File: src/rtl/core/imucf_pkg.sv
// shared types, constants and table for the imu complementary filter
package imucf_pkg;

    localparam int AXIS_W  = 16;
    localparam int SEED_W  = AXIS_W + 1;
    localparam int ANGLE_W = 32;
    localparam int GSUM_W  = ANGLE_W + 2;
    localparam int BW_W    = 17;
    localparam int GAIN_W  = 24;
    localparam int CFG_IDX_W  = 1;
    localparam int CFG_DATA_W = GAIN_W;

    localparam logic [BW_W-1:0] ALPHA_ONE   = 17'd65536;
    localparam logic [BW_W-1:0] BW_RESET    = 17'd58982;
    localparam logic [GAIN_W-1:0] GAIN_RESET = 24'd83886;

    // queue between front and back, power of two
    localparam int QDEPTH  = 2;
    localparam int QPTR_W  = $clog2(QDEPTH);

    // atan(2^-i) in degrees, q.24
    localparam int ATAN_TAB_LEN = 24;
    localparam logic [29:0] ATAN_DEG_Q24 [ATAN_TAB_LEN] = '{
        30'd754974720, 30'd445687602, 30'd235489089, 30'd119537938, 30'd60000934,
        30'd30029717, 30'd15018523, 30'd7509720, 30'd3754917, 30'd1877466,
        30'd938734, 30'd469367, 30'd234684, 30'd117342, 30'd58671,
        30'd29335, 30'd14668, 30'd7334, 30'd3667, 30'd1833,
        30'd917, 30'd458, 30'd229, 30'd115
    };

    typedef enum logic [CFG_IDX_W-1:0] {
        REG_BLEND_WEIGHT,
        REG_GYRO_GAIN
    } t_cfg_reg;

    // quarter turn applied before the cordic when x is negative
    typedef enum logic [1:0] {
        ROT_NONE,
        ROT_POS,
        ROT_NEG
    } t_prerot;

    typedef struct packed {
        logic signed [SEED_W-1:0] x;
        logic signed [SEED_W-1:0] y;
        t_prerot                  rot;
        logic                     zero;
    } t_seed;

    typedef struct packed {
        t_seed                    pitch;
        t_seed                    roll;
        logic signed [AXIS_W-1:0] gyro_x;
        logic signed [AXIS_W-1:0] gyro_y;
        logic signed [AXIS_W-1:0] gyro_z;
    } t_job;

    typedef struct packed {
        logic full;
        logic empty;
    } t_queue_status;

    typedef enum logic [1:0] {
        ST_IDLE,
        ST_CORDIC,
        ST_BLEND,
        ST_DONE
    } t_back_state;

    // table entry rounded half up to frac_bits fraction bits
    function automatic logic [29:0] atan_step(input logic [4:0] idx, input int frac_bits);
        logic [30:0] v;
        int          sh;
        v  = {1'b0, ATAN_DEG_Q24[idx]};
        sh = 24 - frac_bits;
        v  = v + (31'd1 << (sh - 1));
        return 30'(v >> sh);
    endfunction

endpackage

File: src/rtl/core/imucf_back.sv
// back part: iterative cordic, gyro integration, sequenced blend and result register
module imucf_back
    import imucf_pkg::*;
#(
    parameter int CORDIC_STEPS    = 16,
    parameter int ANGLE_FRAC_BITS = 16
) (
    input  logic                      i_clk,
    input  logic                      i_rst_n,
    input  t_job                      i_job,
    input  t_queue_status             i_queue,
    output logic                      o_pop,
    input  logic [BW_W-1:0]           i_blend_weight,
    input  logic [GAIN_W-1:0]         i_gyro_gain,
    input  logic                      i_out_stall,
    output logic                      o_out_valid,
    output logic signed [ANGLE_W-1:0] o_roll_deg,
    output logic signed [ANGLE_W-1:0] o_pitch_deg,
    output logic signed [ANGLE_W-1:0] o_yaw_deg
);

    localparam int IW  = $clog2(CORDIC_STEPS);
    localparam int XW  = 40;
    localparam int ZW  = ANGLE_FRAC_BITS + 10;
    localparam int SH_UP = (ANGLE_FRAC_BITS < 16) ? 16 - ANGLE_FRAC_BITS : 0;
    localparam int SH_DN = (ANGLE_FRAC_BITS > 16) ? ANGLE_FRAC_BITS - 16 : 0;
    localparam logic signed [GSUM_W-1:0] RND =
        (ANGLE_FRAC_BITS > 16) ? GSUM_W'(1 << (ANGLE_FRAC_BITS - 17)) : '0;
    localparam logic signed [ZW-1:0] ZQUARTER = ZW'(90 * (1 << ANGLE_FRAC_BITS));
    localparam int PW = 18 + GSUM_W;
    localparam int GPW = AXIS_W + GAIN_W + 1;

    function automatic logic signed [XW-1:0] seed_xy(input logic signed [SEED_W-1:0] v);
        return {{(XW-SEED_W-20){v[SEED_W-1]}}, v, 20'b0};
    endfunction

    function automatic logic signed [ZW-1:0] seed_z(input t_prerot rot);
        logic signed [ZW-1:0] z;
        case (rot)
            ROT_POS: z = ZQUARTER;
            ROT_NEG: z = -ZQUARTER;
            default: z = '0;
        endcase
        return z;
    endfunction

    function automatic logic signed [GSUM_W-1:0] to_q16(input logic signed [ZW-1:0] z,
                                                        input logic zero);
        logic signed [GSUM_W-1:0] v;
        v = ((GSUM_W'(z) <<< SH_UP) + RND) >>> SH_DN;
        return zero ? '0 : v;
    endfunction

    function automatic logic signed [ANGLE_W-1:0] round_sat(input logic signed [PW:0] s);
        logic signed [PW:0] t;
        t = (s + (PW+1)'(32768)) >>> 16;
        if (t > (PW+1)'(2147483647)) begin
            return 32'sh7FFFFFFF;
        end else if (t < (PW+1)'(-64'sd2147483648)) begin
            return 32'sh80000000;
        end
        return t[ANGLE_W-1:0];
    endfunction

    t_back_state r_state;
    t_back_state n_state;
    logic [IW-1:0] r_iter;
    logic [2:0]    r_bstep;
    logic          n_load_out;

    t_job                     r_job;
    logic signed [XW-1:0]     r_px, r_py, r_rx, r_ry;
    logic signed [ZW-1:0]     r_pz, r_rz;
    logic signed [GPW-1:0]    r_gprod;
    logic signed [GSUM_W-1:0] r_roll_g, r_pitch_g, r_yaw_g;
    logic signed [GSUM_W-1:0] r_roll_a, r_pitch_a;
    logic signed [PW-1:0]     r_prod, r_acc;
    logic signed [ANGLE_W-1:0] r_roll, r_pitch, r_yaw;
    logic                      r_out_valid;
    logic signed [ANGLE_W-1:0] r_out_roll, r_out_pitch, r_out_yaw;

    logic                     c_last_iter;
    logic signed [ZW-1:0]     c_atan;
    logic signed [XW-1:0]     c_pdx, c_pdy, c_rdx, c_rdy;
    logic signed [AXIS_W-1:0] c_gsel;
    logic signed [GPW-1:0]    c_gprod;
    logic signed [GPW-1:0]    c_grnd;
    logic signed [ANGLE_W:0]  c_gstep;
    logic signed [ANGLE_W-1:0] c_gangle;
    logic signed [GSUM_W-1:0] c_gsum;
    logic [BW_W-1:0]          c_alpha;
    logic [BW_W-1:0]          c_beta;
    logic signed [17:0]       c_opa;
    logic signed [GSUM_W-1:0] c_opb;
    logic signed [PW-1:0]     c_prod;
    logic signed [PW:0]       c_pair;
    logic                     c_out_free;

    assign c_last_iter = (r_iter == IW'(CORDIC_STEPS - 1));
    assign c_out_free  = !r_out_valid || !i_out_stall;

    // control
    always_ff @(posedge i_clk) begin
        if (!i_rst_n) begin
            r_state     <= ST_IDLE;
            r_out_valid <= 1'b0;
        end else begin
            r_state <= n_state;
            if (n_load_out) begin
                r_out_valid <= 1'b1;
            end else if (!i_out_stall) begin
                r_out_valid <= 1'b0;
            end
        end
    end

    always_comb begin
        n_state    = r_state;
        o_pop      = 1'b0;
        n_load_out = 1'b0;
        case (r_state)
            ST_IDLE: begin
                if (!i_queue.empty) begin
                    o_pop   = 1'b1;
                    n_state = ST_CORDIC;
                end
            end
            ST_CORDIC: begin
                if (c_last_iter) begin
                    n_state = ST_BLEND;
                end
            end
            ST_BLEND: begin
                if (r_bstep == 3'd6) begin
                    n_state = ST_DONE;
                end
            end
            ST_DONE: begin
                if (c_out_free) begin
                    n_load_out = 1'b1;
                    n_state    = ST_IDLE;
                end
            end
            default: n_state = ST_IDLE;
        endcase
    end

    // cordic micro-rotation, one per cycle on both channels
    always_comb begin
        c_atan = signed'(ZW'(atan_step(5'(r_iter), ANGLE_FRAC_BITS)));
        c_pdx  = r_py >>> r_iter;
        c_pdy  = r_px >>> r_iter;
        c_rdx  = r_ry >>> r_iter;
        c_rdy  = r_rx >>> r_iter;
    end

    // gyro step, one axis per cycle during the first cordic cycles
    always_comb begin
        if (r_iter == IW'(0)) begin
            c_gsel = r_job.gyro_x;
        end else if (r_iter == IW'(1)) begin
            c_gsel = r_job.gyro_y;
        end else begin
            c_gsel = r_job.gyro_z;
        end
        c_gprod = c_gsel * signed'({1'b0, i_gyro_gain});
        c_grnd  = r_gprod + GPW'(128);
        c_gstep = (ANGLE_W+1)'(c_grnd >>> 8);
        if (r_iter == IW'(1)) begin
            c_gangle = r_roll;
        end else if (r_iter == IW'(2)) begin
            c_gangle = r_pitch;
        end else begin
            c_gangle = r_yaw;
        end
        c_gsum = GSUM_W'(c_gangle) + GSUM_W'(c_gstep);
    end

    // blend operands, one product per cycle
    always_comb begin
        c_alpha = (i_blend_weight > ALPHA_ONE) ? ALPHA_ONE : i_blend_weight;
        c_beta  = ALPHA_ONE - c_alpha;
        case (r_bstep)
            3'd1: begin
                c_opa = signed'({1'b0, c_alpha});
                c_opb = r_roll_g;
            end
            3'd2: begin
                c_opa = signed'({1'b0, c_beta});
                c_opb = r_roll_a;
            end
            3'd3: begin
                c_opa = signed'({1'b0, c_alpha});
                c_opb = r_pitch_g;
            end
            3'd4: begin
                c_opa = signed'({1'b0, c_beta});
                c_opb = r_pitch_a;
            end
            default: begin
                c_opa = signed'({1'b0, c_alpha});
                c_opb = r_yaw_g;
            end
        endcase
        c_prod = c_opa * c_opb;
        c_pair = (PW+1)'(r_acc) + (PW+1)'(r_prod);
    end

    // datapath
    always_ff @(posedge i_clk) begin
        case (r_state)
            ST_IDLE: begin
                if (o_pop) begin
                    r_job  <= i_job;
                    r_px   <= seed_xy(i_job.pitch.x);
                    r_py   <= seed_xy(i_job.pitch.y);
                    r_pz   <= seed_z(i_job.pitch.rot);
                    r_rx   <= seed_xy(i_job.roll.x);
                    r_ry   <= seed_xy(i_job.roll.y);
                    r_rz   <= seed_z(i_job.roll.rot);
                    r_iter <= '0;
                end
            end
            ST_CORDIC: begin
                if (!r_py[XW-1]) begin
                    r_px <= r_px + c_pdx;
                    r_py <= r_py - c_pdy;
                    r_pz <= r_pz + c_atan;
                end else begin
                    r_px <= r_px - c_pdx;
                    r_py <= r_py + c_pdy;
                    r_pz <= r_pz - c_atan;
                end
                if (!r_ry[XW-1]) begin
                    r_rx <= r_rx + c_rdx;
                    r_ry <= r_ry - c_rdy;
                    r_rz <= r_rz + c_atan;
                end else begin
                    r_rx <= r_rx - c_rdx;
                    r_ry <= r_ry + c_rdy;
                    r_rz <= r_rz - c_atan;
                end
                r_gprod <= c_gprod;
                if (r_iter == IW'(1)) begin
                    r_roll_g <= c_gsum;
                end
                if (r_iter == IW'(2)) begin
                    r_pitch_g <= c_gsum;
                end
                if (r_iter == IW'(3)) begin
                    r_yaw_g <= c_gsum;
                end
                r_iter <= r_iter + 1'b1;
                if (c_last_iter) begin
                    r_bstep <= '0;
                end
            end
            ST_BLEND: begin
                r_bstep <= r_bstep + 1'b1;
                r_prod  <= c_prod;
                case (r_bstep)
                    3'd0: begin
                        r_roll_a  <= to_q16(r_rz, r_job.roll.zero);
                        r_pitch_a <= to_q16(r_pz, r_job.pitch.zero);
                    end
                    3'd2: r_acc <= r_prod;
                    3'd4: r_acc <= r_prod;
                    default: ;
                endcase
            end
            default: ;
        endcase
    end

    // stored angles, reset to zero
    always_ff @(posedge i_clk) begin
        if (!i_rst_n) begin
            r_roll  <= '0;
            r_pitch <= '0;
            r_yaw   <= '0;
        end else if (r_state == ST_BLEND) begin
            case (r_bstep)
                3'd3: r_roll  <= round_sat(c_pair);
                3'd5: r_pitch <= round_sat(c_pair);
                3'd6: r_yaw   <= round_sat((PW+1)'(r_prod));
                default: ;
            endcase
        end
    end

    always_ff @(posedge i_clk) begin
        if (n_load_out) begin
            r_out_roll  <= r_roll;
            r_out_pitch <= r_pitch;
            r_out_yaw   <= r_yaw;
        end
    end

    assign o_out_valid = r_out_valid;
    assign o_roll_deg  = r_out_roll;
    assign o_pitch_deg = r_out_pitch;
    assign o_yaw_deg   = r_out_yaw;

    a_iter_bound: assert property (@(posedge i_clk) disable iff (!i_rst_n)
        r_state == ST_CORDIC |-> r_iter <= IW'(CORDIC_STEPS - 1))
        else $error("cordic step count ran past its end");

endmodule

File: config.mk
export PLATFORM = sky130hd
export DESIGN_NAME = imucf_back
export DESIGN_NICKNAME = d
export VERILOG_FILES = /design/src/rtl/core/imucf_pkg.sv /design/src/rtl/core/imucf_back.sv
export SDC_FILE = /design/constraint.sdc
export NUM_CORES = 2
export LEC_CHECK = 0
export ABC_CLOCK_PERIOD_IN_PS = 12880
export BUFFER_PORTS_ARGS = -buffer_cell sky130_fd_sc_hd__buf_2
export CORE_ASPECT_RATIO = 1.4
export CORE_MARGIN = 3
export CORE_UTILIZATION = 30
export CTS_CLUSTER_DIAMETER = 40
export DETAILED_ROUTE_END_ITERATION = 6
export GPL_ROUTABILITY_DRIVEN = 0
export PLACE_DENSITY_LB_ADDON = 0.2
export SYNTH_ARGS = -nofsm -noshare
export SYNTH_HDL_FRONTEND = slang
export SYNTH_SLANG_ARGS = --single-unit
File: constraint.sdc
create_clock -name i_clk -period 12.88 [get_ports i_clk]
set_input_delay 2.576 -clock i_clk [delete_from_list [all_inputs] [get_ports i_clk]]
set_output_delay 2.576 -clock i_clk [all_outputs]
set_load 0.02 [all_outputs]
* Yosys cells after proc, flatten, opt, wreduce, memory -nomap -nowiden
Memories as Yosys holds them, arrays and structs flattened.
Cells that the tools add are included.
** Word-level totals
- Latch bits :: 0
- Output and inout bits :: 98
- Memories kept :: 1
- Memory bits (writable) :: 0
- Memory bits (read-only) :: 960
- Word-level logic and storage cells :: 172
- Flip-flop bits (word level) :: 763
** Memories
- (name not given) :: depth 32, width 30, read ports 1, clocked after memory_dff 0, write ports 0, RTL line imucf_pkg.sv:74 : v = {1'b0, ATAN_DEG_Q24[idx]};
** Operators by class
- Reduce and logical (&&, ||, !) cells :: 21
- $add $sub $neg :: 21
- Div/mod/pow operators :: 0
- $mul :: 2
- Order comparisons :: 6
- Muxes and demuxes :: 64
- Bitwise logic cells :: 1
- Equality and inequality tests :: 23
- Shifts and indexed selects :: 4
** Operators with widths (number)
- $mux 40 :: 8
- $pmux 40 s2 :: 4
- $mux 32 :: 9
- $pmux 26 s2 :: 4
- $add 40x40->40 :: 4
- $sshr 40x4->40 :: 4
- $sub 40x40->40 :: 4
- $pmux 34 s4 :: 1
- $mux 26 :: 4
- $gt 37x32->1 const B :: 2
- $lt 37x32->1 const B :: 2
- $mux 30 :: 2
- $add 52x17->53 const B :: 1
- $add 52x52->53 :: 1
- $add 53x17->53 const B :: 1
- $add 26x24->26 :: 2
- $mul 18x34->52 :: 1
- $sub 26x24->26 :: 2
- $add 41x9->41 const B :: 1
- $mul 16x25->41 :: 1
- $add 32x33->34 :: 1
- $mux 17 :: 2
- $mux 16 :: 2
- $add 30x8->31 const B :: 1
- 32 further kinds :: 78

* Depth between registers and ports, before layout
- Word-level depth :: 9
- Gate-level depth with buffers :: 41
- Depth with buffers taken out :: 34

* Worst setup path after synthesis
Ideal clock, no wire load.
- Path type :: input to register
- Start :: input i_queue[0] (netlist name)
- End :: register r_iter[0], enable pin
- Data arrival time :: 12954 ps
- Buffers on the path :: 0
- Setup slack :: -940 ps
- Required time :: 12014 ps
- Setup time :: 866 ps
- Stages on the path :: 1
- Cells stage by stage :: a21oi_1
** Between the ends
- Cells in the longest elaborated chain, start to end :: 4
** Ends and longest elaborated chain
- start, declared :: RTL line imucf_back.sv:11 : input t_queue_status i_queue,
- $mux 1 :: RTL line imucf_back.sv:123 : if (!i_queue.empty) begin
- $mux 1 :: RTL line imucf_back.sv:121 : case (r_state)
- $ne 2x2->1 (no line)
- $reduce_and 2->1 (no line)
- end signal, assigned :: RTL line imucf_back.sv:253 : r_iter <= r_iter + 1'b1;
- end, declared :: RTL line imucf_back.sv:67 : logic [IW-1:0] r_iter;
Every way passes these cells.
A chain may end at the register's enable or synchronous reset.

* Worst setup path after layout
- Start :: input i_blend_weight[6]
- End :: register r_prod[51], data pin
** Between the ends
- Cells in the longest elaborated chain, start to end :: 5
** Ends and longest elaborated chain
- start, declared :: RTL line imucf_back.sv:13 : input logic [BW_W-1:0] i_blend_weight,
- $gt 17x17->1 :: RTL line imucf_back.sv:181 : c_alpha = (i_blend_weight > ALPHA_ONE) ? ALPHA_ONE : i_blend_weight;
- $mux 17 (*) :: RTL line imucf_back.sv:181
- $sub 17x17->17 :: RTL line imucf_back.sv:182 : c_beta = ALPHA_ONE - c_alpha;
- $mux 17 (*) :: RTL line imucf_back.sv:183 : case (r_bstep)
- $mul 18x34->52 (*) :: RTL line imucf_back.sv:205 : c_prod = c_opa * c_opb;
- via c_prod[51] :: RTL line imucf_back.sv:95 : logic signed [PW-1:0] c_prod;
- end signal, assigned :: RTL line imucf_back.sv:260 : r_prod <= c_prod;
- end, declared :: RTL line imucf_back.sv:77 : logic signed [PW-1:0] r_prod, r_acc;
The timed path passes the listed nets; every way through them passes the cells marked *.

==> flow_summary.ini <==
[synth]
synth-main-ff-cell = edfxtp_1
synth.top_cell.area_share = 0.223
synth_top_cells_by_area = edfxtp_1 22%, fa_1 20%, ha_1 8.9%
synth_top_area_cell = edfxtp_1
netlist_top_cells_count = 1,139 x inv_1, 1,085 x nand2_1, 863 x fa_1
syn-cell-area_sq_mm = 0.0883
yosysSeqAreaShare = 0.246
yosys_warnings = 0
synth.distinct_cells = 104
synthesis.nets = 10797
async_reset_ff_frac = 0
syn_avg_cell_area_sq_um = 9.66
syn_inst = 9137
synth_edf_count = 657
yosysMostFrequentCell = inv_1
synth-seq-cells = 756

[placement]
hpwl_mm = 225
dp_slack_ps = 1090
io_buffers = 264
place_inst = 13018

[clocking]
ctsResizeCount = 0
clock_latency_ps = 860
clockRootBuffer = clkbuf_16
clkTransAtPathRegs_ps = 60
cts_hold_buf = 0
cts_max_path_buffers = 4
clock_sinks = 756
cts_tree = built
cts_setup_buffers = 0
htreeDepth = 4
cts_buffers = 149

[grt]
grt_max_degree = 169
grt_pass1_wl_mm = 435
grt_use_total = 0.187
overflow = 0
antenna_found_initial = 10
first_global_vias = 71330

[detailed_routing]
drt_iter0_markers = 4537
drt-wirelength-per-cell_microns = 21.5
routed_via_density = 5.13
ant_nets = 0
routed_wl_mm = 286
drt_pre_antenna_iters = 5
vias = 68131
drcViolationCount = 0

[floorplanning]
die_h_microns = 648
die_area_sq_mm = 0.301
fp.dieW_microns = 464
rows = 235
initial_core_util = 0.301
fp.coreArea_sq_mm = 0.293
top_level_ports = 266

[setup_path]
r2r.worst_path.cells = 30
start_kind = primary input
crit_path_frequent_cell = fa_1
worst_ep_arrival_time_ps = 11370
crit_slowest_cell = o21ai_0
slowest_delay_ps = 600
cp_max_fo = 27
path_buf_inv = 5
crit_type = in2reg
crit_family = adder cells
crit_path_end_kind = register
crit_cells = 31
cp.required_ps = 13470

[timing]
fin_crit_ps = 10780
hold_viol = 0
finalSetupTns_ps = 0
timing.fmax_ghz = 0.0928
relSlewSlack = 0.208
drv_slew = 0
skew_ps = 93.4
worst_slew_pin_slew_ps = 1180
setup_violations = 0
worst_slack_ps = 2100
grt_setup_unrepaired = no
min_period_over_period = 0.837

[outcome]
status = complete, no violations

[flow_run]
maxCapViolations = 0

[finish]
nets = 10919
fillers = 30092
utilization = 0.337
syn_to_final_growth_pct = 11.9
drive_above_1_share = 0.114
fin_cells = 13288

[worst_hold_path]
min_delay_path_depth = 0
min_path_type = reg2reg
## through the flow
step | hold WS, ps | area, sq um
floorplan | 424 | 88300
global placement | 439 | 93900
detailed placement | 443 | 93900
CTS | 456 | 98800
global route | 474 | 98800
finish | 454 | 98800
## worst reg2reg max path: cells and delay by family, from the launching register on
| kind | cells | cell delay, ps |
|---|---|---|
| DFF | 1 | 400 |
| AOI/OAI and AO/OA | 9 | 2860 |
| and+or+nand+nor | 5 | 1610 |
| adders and majority gates | 8 | 4040 |
| buffers and inverters | 8 | 1630 |
## metal layers
| metal | track usage | vias to the layer above | routed length (microns) |
|---|---|---|---|
| met5 | 0 | - | 36 |
| met4 | 0.0907 | 6 | 15600 |
| met2 | 0.346 | 1563 | 150000 |
| met1 | 0.213 | 34510 | 110000 |
| li1 | - | 31532 | - |
| met3 | 0.0185 | 520 | 10300 |
## placed cells by master, fill, tap and decap left out, drive strengths merged, types with 18 or more instances in the layout
cell | netlist | routed
ha | 629 | 629
mux2 | 96 | 96
a21o | 177 | 177
xor2 | 206 | 206
inv | 1140 | 1167
nor2 | 644 | 644
o21bai | 38 | 38
a21oi | 461 | 461
o211ai | 32 | 32
or3 | 26 | 26
xnor2 | 355 | 355
o311ai | 73 | 73
o21ai | 328 | 328
nand2 | 1087 | 1087
o21a | 76 | 76
nand4 | 50 | 50
or2 | 29 | 29
nand2b | 96 | 96
mux2i | 137 | 137
mux4 | 207 | 207
a31o | 34 | 34
nor2b | 148 | 148
dfxtp | 99 | 99
and4 | 18 | 18
o31ai | 28 | 28
nor3 | 99 | 99
nor3b | 20 | 20
and2 | 196 | 196
and3 | 84 | 84
clkbuf | 318 | 174
a211oi | 37 | 37
a22oi | 55 | 55
nand3 | 127 | 127
fa | 863 | 863
clkinv | 3 | 39
a31oi | 104 | 104
edfxtp | 657 | 657
nor4 | 26 | 26
buf | 100 | 389
## worst paths after layout
path / start / to / slack (ps)
worst min-delay path: r_prod[0] / r_acc[0] / 450
worst min register to register: r_prod[0] / r_acc[0] / 450
worst max register to register: r_iter[1] / r_gprod[34] / 2150
worst max-delay path: i_blend_weight[6] / r_prod[51] / 2100
## state kept, by name, indices dropped and copies added (netlist names), 40 cells and up
signal  count
r_py       40
r_prod     52
r_job      50
r_ry       40
r_rx       40
r_px       40
r_acc      52
## logic make-up (layout without fill, tap and decap cells)
| group | after synthesis | count (layout) | synth area share |
|---|---|---|---|
| buffers and inverters | 1561 | 1794 | 0.0709 |
| other | 0 | 8 | 0 |
| AO/OA/AOI/OAI | 1633 | 1633 | 0.119 |
| adder cells (fa/ha/maj) | 1492 | 1492 | 0.285 |
| multiplexers | 440 | 440 | 0.0816 |
| flip-flops | 756 | 756 | 0.246 |
| XOR/XNOR | 561 | 561 | 0.0557 |
| AND/OR/NAND/NOR | 2694 | 2694 | 0.142 |
## cell type report
type                            instances  area (sq um)  area share
Antenna cell                            8          20.0    0.000203
Timing Repair Buffer                  389          2310      0.0234
Sequential cell                       756         21700       0.220
Multi-Input combinational cell       6820         60700       0.614
Clock buffer                          174          3960      0.0400
Tap cell                             3910          4890      0.0495
Clock inverter                         88           933     0.00945
Inverter                             1143          4300      0.0435
Power is left out: the tool's default activity adds up to more than one toggle a clock period on the data nets, which glitch-free logic cannot reach.
